File: src/design/i2cbm_pkg.sv
// Package for the I2C bit-level master core.
// Holds the request and phase codes and the field widths; no dependencies.
package i2cbm_pkg;

    localparam int REQ_W   = 3;
    localparam int BYTE_W  = 8;
    localparam int PHASE_W = 4;
    localparam int BIT_W   = 3;

    localparam logic [REQ_W-1:0] REQ_TICK     = 3'd0;
    localparam logic [REQ_W-1:0] REQ_START    = 3'd1;
    localparam logic [REQ_W-1:0] REQ_STOP     = 3'd2;
    localparam logic [REQ_W-1:0] REQ_WRITE    = 3'd3;
    localparam logic [REQ_W-1:0] REQ_WAIT_ACK = 3'd4;
    localparam logic [REQ_W-1:0] REQ_RD_ACK   = 3'd5;
    localparam logic [REQ_W-1:0] REQ_RD_NACK  = 3'd6;
    localparam logic [REQ_W-1:0] REQ_SPARE    = 3'd7;

    localparam logic [PHASE_W-1:0] PH_IDLE     = 4'd0;
    localparam logic [PHASE_W-1:0] PH_ST_A     = 4'd1;
    localparam logic [PHASE_W-1:0] PH_ST_B     = 4'd2;
    localparam logic [PHASE_W-1:0] PH_SP_A     = 4'd3;
    localparam logic [PHASE_W-1:0] PH_SP_B     = 4'd4;
    localparam logic [PHASE_W-1:0] PH_SP_C     = 4'd5;
    localparam logic [PHASE_W-1:0] PH_WR_LOW   = 4'd6;
    localparam logic [PHASE_W-1:0] PH_WR_HIGH  = 4'd7;
    localparam logic [PHASE_W-1:0] PH_ACK_UP   = 4'd8;
    localparam logic [PHASE_W-1:0] PH_ACK_POLL = 4'd9;
    localparam logic [PHASE_W-1:0] PH_RD_HIGH  = 4'd10;
    localparam logic [PHASE_W-1:0] PH_RD_LOW   = 4'd11;
    localparam logic [PHASE_W-1:0] PH_RA_SET   = 4'd12;
    localparam logic [PHASE_W-1:0] PH_RA_HIGH  = 4'd13;
    localparam logic [PHASE_W-1:0] PH_END_LOW  = 4'd14;

    localparam logic [BIT_W-1:0]  LAST_BIT      = 3'd7;
    localparam logic [BYTE_W-1:0] TIMEOUT_RESET = 8'd250;

    localparam int IN_DATA_W  = 16;
    localparam int OUT_DATA_W = 16;

endpackage

File: src/design/i2c_bit_level_master_core.sv
// I2C bit-level master core: tick-paced sequencer with registered result.
// Depends on i2cbm_pkg.
//
// Usage: every input item is one bus tick. tuser carries the request code
// (tick only, start, stop, write, wait ack, read+ack, read+nack), tdata the
// write byte and the sampled SDA level. Each accepted item yields exactly
// one result item with the SCL/SDA drive levels, SDA drive enable, busy,
// done, the last read byte and the ACK timeout flag, as they stand after
// that tick. A request given while a command is running is ignored.
// The result is registered and becomes valid in the cycle after acceptance.
// Throughput: one item per cycle; the sequencer step is a single pass of
// logic between the state registers and the result register.
// If the receiver stalls, the result register holds its item and a new
// input is taken only in a cycle where that register empties or is free.
// The cfg channel sets the ACK timeout limit (reset 250) and is always
// ready; write it only while the core is idle.
// Reset (synchronous, active low): phase idle, SCL and SDA high and driven,
// counters, read byte and timeout flag cleared, output register empty.
module i2c_bit_level_master_core (
    input  logic                               i_clk,
    input  logic                               i_rst_n,
    input  logic                               i_s_tvalid,
    output logic                               o_s_tready,
    // [7:0] write_data, [8] sda_in, [15:9] zero
    input  logic [i2cbm_pkg::IN_DATA_W-1:0]    i_s_tdata,
    // [2:0] req_type
    input  logic [i2cbm_pkg::REQ_W-1:0]        i_s_tuser,
    output logic                               o_m_tvalid,
    input  logic                               i_m_tready,
    // [0] scl_level, [1] sda_level, [2] sda_drive, [3] busy_res,
    // [4] done_res, [12:5] read_data, [13] ack_timeout, [15:14] zero
    output logic [i2cbm_pkg::OUT_DATA_W-1:0]   o_m_tdata,
    input  logic                               i_cfg_valid,
    output logic                               o_cfg_ready,
    input  logic [i2cbm_pkg::BYTE_W-1:0]       i_cfg_data
);
    import i2cbm_pkg::*;

    logic [PHASE_W-1:0] r_phase, n_phase, w_phase;
    logic [REQ_W-1:0]   r_cmd, n_cmd;
    logic [BIT_W-1:0]   r_bit_cnt, n_bit_cnt;
    logic [BYTE_W-1:0]  r_shift, n_shift, w_shift;
    logic [BYTE_W-1:0]  r_poll, n_poll;
    logic               r_scl, n_scl;
    logic               r_sda, n_sda;
    logic               r_drive, n_drive;
    logic               r_timeout, n_timeout;
    logic [BYTE_W-1:0]  r_last_rd, n_last_rd;
    logic [BYTE_W-1:0]  r_limit;
    logic               n_done;
    logic               r_out_valid;
    logic [OUT_DATA_W-1:0] r_out_data;

    logic [REQ_W-1:0]  w_req;
    logic [BYTE_W-1:0] w_wdata;
    logic              w_sda_in;
    logic              w_accept;
    logic              w_start_cmd;

    assign w_req    = i_s_tuser;
    assign w_wdata  = i_s_tdata[BYTE_W-1:0];
    assign w_sda_in = i_s_tdata[BYTE_W];

    assign o_s_tready  = !r_out_valid || i_m_tready;
    assign w_accept    = i_s_tvalid && o_s_tready;
    assign o_cfg_ready = 1'b1;
    assign o_m_tvalid  = r_out_valid;
    assign o_m_tdata   = r_out_data;

    assign w_start_cmd = (r_phase == PH_IDLE) && (w_req != REQ_TICK) && (w_req != REQ_SPARE);

    always_comb begin
        w_phase   = r_phase;
        w_shift   = r_shift;
        n_cmd     = r_cmd;
        n_bit_cnt = r_bit_cnt;
        n_timeout = r_timeout;
        if (w_start_cmd) begin
            n_cmd     = w_req;
            n_bit_cnt = '0;
            unique case (w_req)
                REQ_START: w_phase = PH_ST_A;
                REQ_STOP:  w_phase = PH_SP_A;
                REQ_WRITE: begin
                    w_phase = PH_WR_LOW;
                    w_shift = w_wdata;
                end
                REQ_WAIT_ACK: begin
                    w_phase   = PH_ACK_UP;
                    n_timeout = 1'b0;
                end
                default: begin
                    w_phase = PH_RD_HIGH;
                    w_shift = '0;
                end
            endcase
        end

        n_phase   = w_phase;
        n_shift   = w_shift;
        n_poll    = r_poll;
        n_scl     = r_scl;
        n_sda     = r_sda;
        n_drive   = r_drive;
        n_last_rd = r_last_rd;
        n_done    = 1'b0;

        unique case (w_phase)
            PH_IDLE: ;
            PH_ST_A: begin
                n_drive = 1'b1;
                n_sda   = 1'b1;
                n_scl   = 1'b1;
                n_phase = PH_ST_B;
            end
            PH_ST_B: begin
                n_sda   = 1'b0;
                n_phase = PH_END_LOW;
            end
            PH_SP_A: begin
                n_drive = 1'b1;
                n_scl   = 1'b0;
                n_sda   = 1'b0;
                n_phase = PH_SP_B;
            end
            PH_SP_B: begin
                n_scl   = 1'b1;
                n_phase = PH_SP_C;
            end
            PH_SP_C: begin
                n_sda   = 1'b1;
                n_done  = 1'b1;
                n_phase = PH_IDLE;
            end
            PH_WR_LOW: begin
                n_drive = 1'b1;
                n_scl   = 1'b0;
                n_sda   = w_shift[BYTE_W-1];
                n_phase = PH_WR_HIGH;
            end
            PH_WR_HIGH: begin
                n_scl   = 1'b1;
                n_shift = {w_shift[BYTE_W-2:0], 1'b0};
                if (r_bit_cnt == LAST_BIT) begin
                    n_bit_cnt = '0;
                    n_phase   = PH_END_LOW;
                end else begin
                    n_bit_cnt = r_bit_cnt + 1'b1;
                    n_phase   = PH_WR_LOW;
                end
            end
            PH_ACK_UP: begin
                n_drive = 1'b0;
                n_sda   = 1'b1;
                n_scl   = 1'b1;
                n_poll  = '0;
                n_phase = PH_ACK_POLL;
            end
            PH_ACK_POLL: begin
                if (!w_sda_in) begin
                    n_scl   = 1'b0;
                    n_done  = 1'b1;
                    n_phase = PH_IDLE;
                end else if (r_poll >= r_limit) begin
                    n_timeout = 1'b1;
                    n_phase   = PH_SP_A;
                end else begin
                    n_poll = r_poll + 1'b1;
                end
            end
            PH_RD_HIGH: begin
                n_drive = 1'b0;
                n_sda   = 1'b1;
                n_scl   = 1'b1;
                n_phase = PH_RD_LOW;
            end
            PH_RD_LOW: begin
                n_shift = {w_shift[BYTE_W-2:0], w_sda_in};
                n_scl   = 1'b0;
                if (r_bit_cnt == LAST_BIT) begin
                    n_bit_cnt = '0;
                    n_last_rd = {w_shift[BYTE_W-2:0], w_sda_in};
                    n_phase   = PH_RA_SET;
                end else begin
                    n_bit_cnt = r_bit_cnt + 1'b1;
                    n_phase   = PH_RD_HIGH;
                end
            end
            PH_RA_SET: begin
                n_drive = 1'b1;
                n_scl   = 1'b0;
                n_sda   = (r_cmd == REQ_RD_NACK);
                n_phase = PH_RA_HIGH;
            end
            PH_RA_HIGH: begin
                n_scl   = 1'b1;
                n_phase = PH_END_LOW;
            end
            PH_END_LOW: begin
                n_scl   = 1'b0;
                n_done  = 1'b1;
                n_phase = PH_IDLE;
            end
            default: n_phase = PH_IDLE;
        endcase
    end

    always_ff @(posedge i_clk) begin
        if (!i_rst_n) begin
            r_phase   <= PH_IDLE;
            r_cmd     <= REQ_TICK;
            r_bit_cnt <= '0;
            r_shift   <= '0;
            r_poll    <= '0;
            r_scl     <= 1'b1;
            r_sda     <= 1'b1;
            r_drive   <= 1'b1;
            r_timeout <= 1'b0;
            r_last_rd <= '0;
        end else if (w_accept) begin
            r_phase   <= n_phase;
            r_cmd     <= n_cmd;
            r_bit_cnt <= n_bit_cnt;
            r_shift   <= n_shift;
            r_poll    <= n_poll;
            r_scl     <= n_scl;
            r_sda     <= n_sda;
            r_drive   <= n_drive;
            r_timeout <= n_timeout;
            r_last_rd <= n_last_rd;
        end
    end

    always_ff @(posedge i_clk) begin
        if (!i_rst_n) begin
            r_limit <= TIMEOUT_RESET;
        end else if (i_cfg_valid) begin
            r_limit <= i_cfg_data;
        end
    end

    always_ff @(posedge i_clk) begin
        if (!i_rst_n) begin
            r_out_valid <= 1'b0;
        end else if (w_accept) begin
            r_out_valid <= 1'b1;
        end else if (i_m_tready) begin
            r_out_valid <= 1'b0;
        end
    end

    always_ff @(posedge i_clk) begin
        if (w_accept) begin
            r_out_data <= {2'b00, n_timeout, n_last_rd, n_done,
                           (n_phase != PH_IDLE), n_drive, n_sda, n_scl};
        end
    end

`ifndef ASSERT_OFF
    // a finished command never reports busy in the same item
    a_done_not_busy: assert property (@(posedge i_clk) disable iff (!i_rst_n)
        r_out_valid && r_out_data[4] |-> !r_out_data[3])
        else $error("done raised while still busy");

    // SCL held high with SDA released for the whole ACK poll
    a_ack_poll_lines: assert property (@(posedge i_clk) disable iff (!i_rst_n)
        r_phase == PH_ACK_POLL |-> r_scl && !r_drive)
        else $error("bus lines wrong during ACK poll");

    // bit counter only moves inside a byte transfer
    a_bit_cnt_phase: assert property (@(posedge i_clk) disable iff (!i_rst_n)
        r_bit_cnt != '0 |-> (r_phase == PH_WR_LOW || r_phase == PH_WR_HIGH ||
                             r_phase == PH_RD_HIGH || r_phase == PH_RD_LOW))
        else $error("bit counter outside byte transfer");

    a_poll_bound: assert property (@(posedge i_clk) disable iff (!i_rst_n)
        r_phase == PH_ACK_POLL |-> r_poll <= r_limit)
        else $error("poll count past limit");

    // a timeout always hands over to the stop sequence
    a_timeout_stop: assert property (@(posedge i_clk) disable iff (!i_rst_n)
        $rose(r_timeout) |-> r_phase == PH_SP_A)
        else $error("timeout without stop");
`endif

endmodule
File: config.mk
export PLATFORM = sky130hd
export DESIGN_NAME = i2c_bit_level_master_core
export DESIGN_NICKNAME = d
export VERILOG_FILES = /design/src/design/i2cbm_pkg.sv /design/src/design/i2c_bit_level_master_core.sv
export SDC_FILE = /design/constraint.sdc
export NUM_CORES = 1
export LEC_CHECK = 0
export BUFFER_PORTS_ARGS = -buffer_cell sky130_fd_sc_hd__buf_2
export CORE_MARGIN = 4
export CORE_UTILIZATION = 52
export CTS_CLUSTER_SIZE = 25
export DETAILED_ROUTE_END_ITERATION = 6
export PLACE_DENSITY = 0.77
export SYNTH_ARGS = -nofsm -noshare
export SYNTH_HDL_FRONTEND = slang
export SYNTH_SLANG_ARGS = --single-unit
File: constraint.sdc
create_clock -name i_clk -period 2.2 [get_ports i_clk]
set_input_delay 0.33 -clock i_clk [delete_from_list [all_inputs] [get_ports i_clk]]
set_output_delay 0.33 -clock i_clk [all_outputs]
set_load 0.02 [all_outputs]
==> flow_results.org, run 1 <==
** Floorplanning
- The core region is 6350 µm².
- Horiz. Die Dim :: 89.0 µm
- Die area :: 7930 µm²
- The floorplan step set the die height to 89.0 µm.
- For this configuration, the core starts out at a cell density of 53.8%.
- Number of top-level pins :: 51
- Site Rows :: 29

** Synth
- Post-Synthesis Cells :: 401
- Of all flip-flops after synthesis, the portion carrying an async set or reset was 0%.
- Most used flip-flop cell after synthesis :: dfxtp_1
- For this run, the number of Yosys warnings is 0.
- Post-synthesis instance area :: 3410 µm²
- Yosys mapped a number of flops with a built-in enable equal to 14.
- Each instance of the synthesized netlist takes up on average 8.52 µm².
- Sequential cell area fraction in the yosys report :: 39.9%
- The synthesized netlist contains 55 unique library cells.
- Flip-flop and latch count after synthesis :: 61

** Routing
- Before antenna repair, the detailed router went through 5 iterations.
- Across all layers, the routed design uses 3343 vias.
- After detailed routing, the number of vias per cell comes to 6.08.
- Total DRC errors in the routed layout :: 0
- Detailed router's first-iteration violation count :: 227
- In the final routed layout, each cell accounts on average for 16.6 µm.
- Once detail routing completed, the nets flagged for antenna violations numbered 0.
- After detailed routing, the total wire length is 9130 µm.

** Place
- At the end of routability-driven placement, the weighted congestion stood at 0.917.
- Once detailed placement completed, the half-perimeter wirelength came to 6310 µm.
- Total cell area at the placement stage :: 3910 µm²
- During placement, the flow inserted port buffers numbering 40.

** STA
- Fin. Hold Viols :: 0
- Worst Clk Skew :: 0.00925 ns
- Setup violations remaining at the end of the flow were counted as 1.
- Across all setup checks in the final design, the least slack found is -0.0236 ns.
- Setup repair after global routing missed its margin :: true
- Slew at the pin closest to its max-slew limit :: 0.502 ns
- Crit share post-route :: 101%
- The worst pin sits at a relative slew slack of 66.4%.
- The smallest clock period supported by the final layout is computed as 2.22 ns.
- Max Clk Rate :: 450 MHz
- Final slew viol count :: 0

** Global routing
- The total overflow left after global routing is 0.
- Global routing used 23.1% of the available tracks across all layers.
- The via count of the first global-routing pass came to 3073.
- The initial antenna violation count is 0.
- Maximum number of pins on one net before global-route repair :: 27
- The first global-routing pass estimated 14300 µm of wire.

** Critical path
- Data arrival time of the critical path :: 2.49 ns
- Max incr delay on CP :: 0.53 ns
- Critical path capture point type :: flip-flop
- The critical path goes through inv_1, ha_1, a211oi_2, o21ai_2, a211oi_4, o21ai_4, or4_1, a21oi_1.
- The critical path is of the reg2reg type.
- The worst register-to-register path has a setup slack of -0.02 ns.
- The number of buffers and inverters on the critical path is 1.
- Along the worst path, the maximum fanout reaches 7.
- Required time reported for the critical path endpoint :: 2.47 ns
- Among all stages on the critical path, the largest delay is contributed by or4_1.
- STA classifies the critical path startpoint as a flip-flop.
- Among cell families on the critical path, the largest total delay comes from compound AO/OA/AOI/OAI gates.

** Finish
- Summing all flip-flop and latch instances after layout gives 1360 µm².
- The library cell used most frequently in the layout, excluding fill and tap cells, is nand2_1.
- Final design utilization :: 66.3%
- Total area of multi-input combinational cells :: 1960 µm²
- Most frequent cells in the layout :: 57 x nand2_1, 46 x dfxtp_1, 43 x o21ai_0, 43 x buf_4, 40 x buf_2
- FILL cells :: 532
- For this run, the post-layout net count is 511.
- Final cell area excluding filler cells :: 4210 µm²
- The number of antenna diodes in the final layout is 0.
- The post-route netlist has 26.8% of its cells at a drive strength greater than 1.
- Compared with the post-synthesis result, the final layout area differs by 23.2%.

** Clocking
- H-tree depth reported by CTS :: 3
- Sink count of the clock tree :: 61
- Buffers inserted to repair hold after CTS numbered 0.
- Clock buffers created by TritonCTS :: 9
- The longest clock path from root to sink contains 2 buffers.
- The tree is rooted in a clkbuf_8.
- Clock latency on the worst-skew pair, taken at its later pin, is 0.34 ns.
- Clock-pin slew was measured on the worst setup and hold paths at 0.08 ns.
- TritonCTS built the clock tree.

** Flow run
- The tool flagged a number of max-cap violations equal to 0.

** Pwr
- For this design the static power due to leakage is 1.76 nW.
- Across the VDD grid, the largest voltage drop is 414 µV.
- Power spread over the standard cell area amounts to 700 nW/µm².

** Run status
- Status :: finished, violations left
- Violated checks :: setup timing

** Hold path
- Worst Hold Class :: in2reg
-- tightest hold or removal path, delay by kind of cell --
kind	cells	cell delay, ns
and+or+nand+nor	1	0.04
buffers and inverters	1	0.08
AOI/OAI and AO/OA	1	0.06
-- power by group --
part / internal (mW) / switching [mW] / total [mW]
logic: 0.287 / 0.423 / 0.710
clock network: 0.526 / 0.474 / 1.00
registers: 1.21 / 0.0283 / 1.24
-- synth_stat cells (4+ instances only) --
library cell / instances / area, µm²
a211oi_1: 4 / 30.0
mux2_2: 8 / 90.1
o21ai_0: 45 / 225
dfxtp_1: 47 / 941
a21boi_0: 5 / 37.5
nor3_1: 6 / 30.0
nand2_1: 57 / 214
buf_2: 8 / 40.0
mux2i_1: 4 / 40.0
o211a_1: 10 / 100
inv_1: 13 / 48.8
o31ai_1: 5 / 37.5
edfxtp_1: 14 / 420
clkbuf_1: 16 / 60.1
a21oi_1: 18 / 90.1
or4_1: 5 / 37.5
o211ai_1: 12 / 90.1
nor2b_1: 9 / 56.3
ha_1: 11 / 138
nand3_1: 20 / 100
a22oi_1: 8 / 60.1
a31oi_1: 5 / 31.3
nor2_1: 19 / 71.3
-- cell type report --
type,count,area share [%]
clock buffer,9,2.94
sequential,61,32.4
multi-input combinational,299,46.6
timing repair buffer,84,12.9
tap,77,2.29
clock inverter,7,1.75
inverter,13,1.16
-- layer usage --
layer	GRT usage, %	share of wire (%)	up-vias
met5	0	0	-
met4	8.93	1.8	0
met3	3.96	6.5	18
met2	37.7	49	127
met1	30.7	43	1599
li1	-	-	1599
-- kinds of logic (layout without fill, tap and decap cells) --
family	count (synthesis)	in the layout	share of synthesized area (%)
simple gates	139	139	20.0
compound gates	130	130	25.8
flops	61	61	39.9
buf+inv	42	113	5.24
mux	12	12	3.81
fa+ha+maj	11	11	4.03
xor+xnor	4	4	1.03
other cells	2	3	0.220
-- worst paths after layout --
path,start,end,cells after the start
setup reg to reg,r_limit[2],r_poll[6],8
hold / removal,i_cfg_data[1],r_limit[1],3
setup / recovery,r_limit[2],r_poll[6],8
hold reg to reg,r_bit_cnt[1],r_bit_cnt[1],2
-- flip-flops by register name, indices dropped and copies added (netlist names), 3 cells and up --
signal and count:
o_m_tdata 14, r_bit_cnt 3, r_cmd 3, r_last_rd 8, r_limit 8, r_phase 4, r_poll 8, r_shift 8
-- stage by stage --
step | cells | hold WS, ns | power, mW | setup slack, ns | setup TNS [ns]
6_report | 550 | 0.209 | 2.95 | -0.0236 | -0.0236
5_1_grt | 550 | 0.212 | 3.09 | -0.144 | -0.316
4_1_cts | 547 | 0.204 | 2.93 | 0.00156 | 0
3_5_place_dp | 531 | 0.456 | 1.93 | -0.0624 | -0.195
3_3_place_gp | 531 | 0.453 | 1.92 | 0.0168 | 0
2_1_floorplan | 402 | 0.440 | 1.68 | 0.0393 | 0
-- what timing repair did --
item / 4_1_cts / 5_1_grt
pin swaps: 0 / 7
resized for setup: 2 / 15
setup endpoints to repair: 4 / 22
setup buffers: 0 / 3
Note: power is estimated with default switching activity, not from simulation.
==> inputs of run 2 (changes only) <==
--- a/config.mk
+++ b/config.mk
@@ -7,10 +7,10 @@
 export LEC_CHECK = 0
 export BUFFER_PORTS_ARGS = -buffer_cell sky130_fd_sc_hd__buf_2
 export CORE_MARGIN = 4
-export CORE_UTILIZATION = 52
+export CORE_UTILIZATION = 57
 export CTS_CLUSTER_SIZE = 25
 export DETAILED_ROUTE_END_ITERATION = 6
-export PLACE_DENSITY = 0.77
+export PLACE_DENSITY = 0.8
 export SYNTH_ARGS = -nofsm -noshare
 export SYNTH_HDL_FRONTEND = slang
 export SYNTH_SLANG_ARGS = --single-unit
==> constraint.sdc (replaced) <==
create_clock -name i_clk -period 2.44 [get_ports i_clk]
set_input_delay 0.366 -clock i_clk [delete_from_list [all_inputs] [get_ports i_clk]]
set_output_delay 0.366 -clock i_clk [all_outputs]
set_load 0.02 [all_outputs]
==> flow_results.org, run 2 (synthesis gave the netlist of run 1 again) <==
** Critical path
- Worst-case register-to-register setup slack :: 0.20 ns (+0.22 ns)
- Among all stages on the critical path, the largest delay is contributed by or4_1.
- The worst setup path is launched from a flip-flop.
- Max incr delay on CP :: 0.53 ns (about the same)
- The cell count of the worst reg-to-reg path is 6 (-2).
- The critical path in this run is classified as reg2reg.
- The critical path goes through nor4_4, a31oi_4, nor3_2, o21ai_2, or4_1, a21oi_1.
- Largest driver fanout on the critical path :: 8 (+1)
- Worst r2r dst :: r_poll[7]
- The data arrival time of the worst path came to 2.51 ns (+0.02 ns).
- Startpoint of the worst register-to-register path :: r_phase[3]
- The required time of the critical path was 2.71 ns (+0.24 ns).
- STA classifies the critical path endpoint as a flip-flop.

** Floorplanning
- The die boundary width came to 85.4 µm (-4.1%).
- Die area :: 7290 µm² (-8.0%)
- The row count was 27 (-6.9%).
- The vertical die dimension was 85.4 µm (-4.1%).
- Core Area :: 5640 µm² (-11%)
- The initial standard-cell utilization of the core came to 60.5% (+6.7 points).
- Number of top-level pins :: 51 (unchanged)

** Clocking
- Clk_lat worst skew :: 0.35 ns (about the same)
- The number of clock buffers inserted by TritonCTS came to 9 (unchanged).
- The deepest clock path buffer count came to 2 (unchanged).
- Hold buffers post-CTS :: 0 (unchanged)
- Clock slew at the register clock pins of the worst setup and hold paths :: 0.08 ns (about the same)
- The root buffer cell chosen for the clock tree is clkbuf_8.
- H-tree depth reported by CTS :: 3 (unchanged)
- TritonCTS built the clock tree.
- Sink count of the clock tree :: 61 (unchanged)

** Finish
- The cell area after layout came to 4030 µm² (-4.3%).
- Relative to the synthesized area, the layout overhead comes to 18.0%.
- The flip-flop count of the largest register after layout is 14 (unchanged).
- Most frequent cells in the layout :: 57 x nand2_1, 46 x dfxtp_1, 44 x o21ai_0, 40 x buf_2, 27 x buf_4
- Count of inserted antenna diode cells :: 0 (unchanged)
- Final design utilization :: 71.4% (+5.1 points)
- Most common cell after layout, fill and taps aside :: nand2_1
- Number of nets in the final layout :: 494 (-3.3%)
- The share of layout cells above drive strength 1 came to 22.6% (-4.3 points).

** Routing
- Detailed router's first-iteration violation count :: 210 (-7.5%)
- The number of vias per cell after detailed routing was 6.06 (-0.29%).
- The post-route DRC violation count came to 0 (unchanged).
- The length of the first detailed-routing pass in iterations came to 6 (+1).
- Count of vias placed by the detailed router :: 3200 (-4.3%)
- The overall routed net length is 8660 µm (-5.1%).
- Routed wire per std cell :: 16.4 µm (-1.1%)
- The remaining number of nets flagged by the antenna check after routing is 0 (unchanged).

** STA
- Fin. Hold Viols :: 0 (unchanged)
- Setup violations, final :: 0 (-1)
- The slew at the pin closest to its max-slew limit was 0.518 ns (+0.0160 ns).
- The upper clock frequency limit was 447 MHz (-0.67%).
- Crit share post-route :: 91.7% (-9.3 points)
- Aggregate negative setup slack :: 0 ns (+0.0236 ns)
- Final slew viol count :: 0 (unchanged)
- Setup repair after global routing missed its margin :: false
- The worst setup skew after layout came to 0.00808 ns (-0.00117 ns).
- Max-Slew Margin vs Limit :: 65.5% (-0.92 points)
- The final worst hold slack came to 0.238 ns (+0.0292 ns).
- The clock period minus worst slack came to 2.24 ns (+0.0151 ns).

** Global routing
- Number of global-route vias before repair :: 2978 (-3.1%)
- The combined global-route utilization of all metal layers came to 24.7% (+1.6 points).
- Maximum number of pins on one net before global-route repair :: 30 (+11%)
- Wire length of the first global-routing pass :: 14400 µm (+0.29%)
- Number of antenna violations at the first check in global routing :: 0 (unchanged)
- Aggregate global routing overflow :: 0 (unchanged)

** Hold path
- The path class of the tightest hold or removal check is in2reg.
- Cells on Worst Hold Path :: 3 (unchanged)
- The worst hold path terminates at r_limit[7].
- Launch instance of the worst min-delay path :: i_cfg_data[7]

** Place
- The weighted congestion at the end of routability-driven global placement came to 0.899 (-1.9%).
- The placed wire-length estimate was 6060 µm (-4.0%).
- Input/output buffers :: 40 (unchanged)
- Total cell area at the placement stage :: 3770 µm² (-3.7%)

** Pwr
- Worst supply voltage drop on vdd :: 406 µV (-1.9%)
- Power density over cell area :: 678 nW/µm² (-3.2%)
- The overall power of the completed layout is 2.73 mW (-7.3%).
- The leakage power is 1.66 nW (-5.5%).

** Run status
- Status :: complete, no violations

** Flow run
- Max Cap Violations :: 0 (unchanged)
==> run 2: changes by cell type in the layout (fill, tap and decap cells not counted), sizes merged <==
cell,change
buf,-17
clkinvlp,+1
clkinv,-2
bufinv,+1
==> run 2: final cells by class <==
type	instances	area, µm²
clock inverter	7	97.6
multi-input combinational	299	1900
sequential	61	1360
clock buffer	9	124
tap	72	90.1
timing repair buffer	67	403
fill	433	1610
inverter	13	48.8
==> run 2: how the worst max path moves through the flow <==
stage / end / startpoint / slack, ns / cells after the start
2_1_floorplan: r_poll[5] / r_poll[2] / 0.22 / 8
3_3_place_gp: r_poll[3] / r_poll[6] / 0.19 / 8
3_5_place_dp: r_poll[7] / r_limit[6] / 0.01 / 8
4_1_cts: r_poll[7] / r_limit[6] / 0.02 / 8
5_1_grt: o_m_tdata[1] / r_phase[3] / 0.03 / 7
6_report: r_poll[7] / r_phase[3] / 0.20 / 6
==> run 2: timing repair <==
| item | 4_1_cts | 5_1_grt |
|---|---|---|
| pin swaps | 0 | 2 |
| buffers inserted | 0 | 2 |
| gates resized for setup | 1 | 6 |
| setup endpoints to repair | 1 | 9 |
| cloned | 0 | 0 |
==> run 2: critical path, delay by kind of cell, from the launching register on <==
kind | cells | cell delay, ns
flops | 1 | 0.39
simple gates | 3 | 1.29
compound gates | 3 | 0.48
==> run 2: where the power goes <==
part           switching (mW)  internal, mW  total (mW)
Sequential             0.0334          1.09        1.12
Combinational           0.361         0.225       0.587
Clock                   0.443         0.578        1.02
==> run 2: metal layers <==
layer / global-route usage [%] / wire length (µm) / vias up
met4: 9.64 / 133 / 0
met5: 0 / 0 / -
li1: - / - / 1564
met2: 37.3 / 4000 / 148
met3: 6.99 / 748 / 16
met1: 33.4 / 3780 / 1472
==> run 2: per-stage QoR <==
step,setup WS [ns],std cells
floorplan,0.224,402
global placement,0.188,510
detailed placement,0.0122,510
CTS,0.0197,526
global route,0.0331,528
finish,0.201,528
==> inputs of run 3 (changes only) <==
==> constraint.sdc (replaced) <==
create_clock -name i_clk -period 2.5 [get_ports i_clk]
set_input_delay 0.375 -clock i_clk [delete_from_list [all_inputs] [get_ports i_clk]]
set_output_delay 0.375 -clock i_clk [all_outputs]
set_load 0.02 [all_outputs]
==> flow_results.org, run 3 (synthesis gave the netlist of run 1 again) <==
** STA
- Setup repair after global routing left no endpoint under its margin.
- Fin. Hold Viols :: 0 (unchanged)
- Max Clk Rate :: 434 MHz (-2.9%)
- Crit share post-route :: 92.2% (+0.44 points)
- The final worst slack was 0.195 ns (-0.00612 ns).
- The slew at the pin closest to its max-slew limit is 0.537 ns (+0.0189 ns).
- The worst setup skew after layout was 0.00779 ns (-0.000293 ns).
- Setup violations, final :: 0 (unchanged)
- The clock period minus worst slack is 2.30 ns (+0.0661 ns).
- The total negative slack was 0 ns (unchanged).
- The max-slew violation count was 0 (unchanged).
- Max-Slew Margin vs Limit :: 63.8% (-1.6 points)

** Place
- The instance area after placement came to 3740 µm² (-0.80%).
- The setup slack at placement was 0.0321 ns (+0.0199 ns).
- Input/output buffers :: 40 (unchanged)
- The weighted congestion at the end of routability-driven global placement is 0.920 (+2.3%).
- Post-Place Cells :: 506 (-0.78%)
- HPWL after detailed placement :: 5770 µm (-4.7%)

** Floorplanning
- The row count came to 27 (unchanged).
- The count of boundary I/O pins came to 51 (unchanged).
- Horiz. Die Dim :: 85.4 µm (unchanged)
- Die area :: 7290 µm² (unchanged)
- The vertical die dimension is 85.4 µm (unchanged).
- Starting density of the core :: 60.5% (unchanged)
- The core area came to 5640 µm² (unchanged).

** Critical path
- STA classifies the critical path endpoint as a flip-flop.
- Worst path bufs/invs :: 2 (+2)
- The top fanout value on the critical path was 11 (+3).
- Crit-path cells :: nor4_4, buf_4, o21ai_1, buf_4, a22oi_1, mux2_2, o21ai_0
- Top cell by count, worst path :: buf_4
- The worst setup path is launched from a flip-flop.
- Required time reported for the critical path endpoint :: 2.72 ns (about the same)
- The kind of cell with the highest combined delay along the critical path is compound AO/OA/AOI/OAI gates.
- Data arrival time of the critical path :: 2.52 ns (about the same)
- The critical path is of the reg2reg type.
- The delay contributed by the slowest stage of the critical path was 0.48 ns (-0.05 ns).
- On the critical path, the stage with the largest delay is an instance of nor4_4.

** Finish
- Relative area change from synthesis to final layout :: 15.6%
- Most frequent cells in the layout :: 57 x nand2_1, 47 x dfxtp_1, 44 x o21ai_0, 40 x buf_2, 21 x buf_4
- The number of standard cells in the final layout excluding fillers came to 522 (-1.1%).
- The share of layout cells above drive strength 1 is 20.9% (-1.7 points).
- The flip-flop count of the largest register after layout is 14 (unchanged).
- Leaving out fill and tap cells, the most frequent cell in the layout is nand2_1.
- The cell area after layout is 3950 µm² (-2.0%).
- Number of nets in the final layout :: 488 (-1.2%)
- Count of inserted antenna diode cells :: 0 (unchanged)

** Global routing
- Overall global routing resource usage :: 23.2% (-1.5 points)
- The largest net degree at the start of global routing is 31 (+3.3%).
- Number of global-route vias before repair :: 2871 (-3.6%)
- The global-route wire length before repair is 13700 µm (-4.7%).
- The initial antenna violation count was 0 (unchanged).
- The total global routing overflow is 0 (unchanged).

** Routing
- Count of vias placed by the detailed router :: 3123 (-2.4%)
- The post-route DRC violation count was 0 (unchanged).
- Routed wire per std cell :: 15.5 µm (-5.8%)
- The remaining number of nets flagged by the antenna check after routing was 0 (unchanged).
- Detailed router's first-iteration violation count :: 240 (+14%)
- Drt pass-1 iters :: 5 (-1)
- The overall routed net length was 8070 µm (-6.9%).
- The number of vias per cell after detailed routing came to 5.98 (-1.3%).

** Clocking
- Clock slew at the register clock pins of the worst setup and hold paths :: 0.07 ns (about the same)
- Clk_lat worst skew :: 0.34 ns (about the same)
- The number of clock buffers inserted by TritonCTS came to 9 (unchanged).
- The deepest clock path buffer count is 2 (unchanged).
- H-tree depth reported by CTS :: 3 (unchanged)
- Cell chosen for the clock root :: clkbuf_8
- The CTS sink count was 61 (unchanged).
- TritonCTS built the clock tree.

** Run status
- The run finished with clean final reports.

** Flow run
- The number of maximum-capacitance constraint violations is 0 (unchanged).

** Pwr
- Power density over cell area :: 638 nW/µm² (-6.0%)
- The worst supply voltage drop on vdd was 363 µV (-11%).
- Leakage Power :: 1.63 nW (-2.2%)

** Hold path
- The path class of the tightest hold or removal check is in2reg.
[run 3: where the power goes]
group | internal [mW] | total [mW] | switching, mW
clock | 0.465 | 0.881 | 0.416
combinational | 0.205 | 0.539 | 0.334
sequential | 1.06 | 1.10 | 0.0343
total | 1.73 | 2.52 | 0.784
[run 3: final timing paths]
check / slack [ns] / start / endpoint / cells past startpoint
hold / removal: 0.25 / i_cfg_data[1] / r_limit[1] / 3
setup / recovery: 0.20 / r_phase[3] / r_shift[1] / 7
hold reg to reg: 0.47 / r_bit_cnt[2] / r_bit_cnt[2] / 2
setup reg to reg: 0.20 / r_phase[3] / r_shift[1] / 7
[run 3: cell type report]
type,instances,area [µm²]
clock buffers,9,124
multi-input cells,299,1890
fillers,452,1690
flip-flops and latches,61,1360
repair buffers,61,358
well taps,72,90.1
inverters,13,48.8
clock inverters,7,73.8
[run 3: repair_timing]
item	4_1_cts	5_1_grt
endpoints found under the setup margin	3	10
buffers inserted	0	0
gates resized for setup	1	3
pin swaps	0	0
hold endpoints to repair	0	0
hold buffers	0	0
gates cloned	0	0
[run 3: worst min-delay path, delay by kind of cell]
family                 cells  cell delay, ns
AND/OR/NAND/NOR            1            0.04
AO/OA/AOI/OAI              1            0.06
buffers and inverters      1            0.07
[run 3: per-stage QoR]
| stage | utilization (%) | power [mW] | hold slack (ns) |
|---|---|---|---|
| finish | 70.0 | 2.52 | 0.252 |
| global placement | 66.2 | 1.64 | 0.452 |
| CTS | 69.8 | 2.53 | 0.248 |
| detailed placement | 66.2 | 1.65 | 0.468 |
| floorplan | - | 1.48 | 0.440 |
| global route | 70.0 | 2.64 | 0.275 |
[run 3: metal layers]
metal / track usage (%) / share of wire [%] / vias up
met3: 4.17 / 6.0 / 14
met4: 7.91 / 1.6 / 0
met5: 0 / 0 / -
li1: - / - / 1553
met2: 35.5 / 45 / 102
met1: 32.8 / 48 / 1454
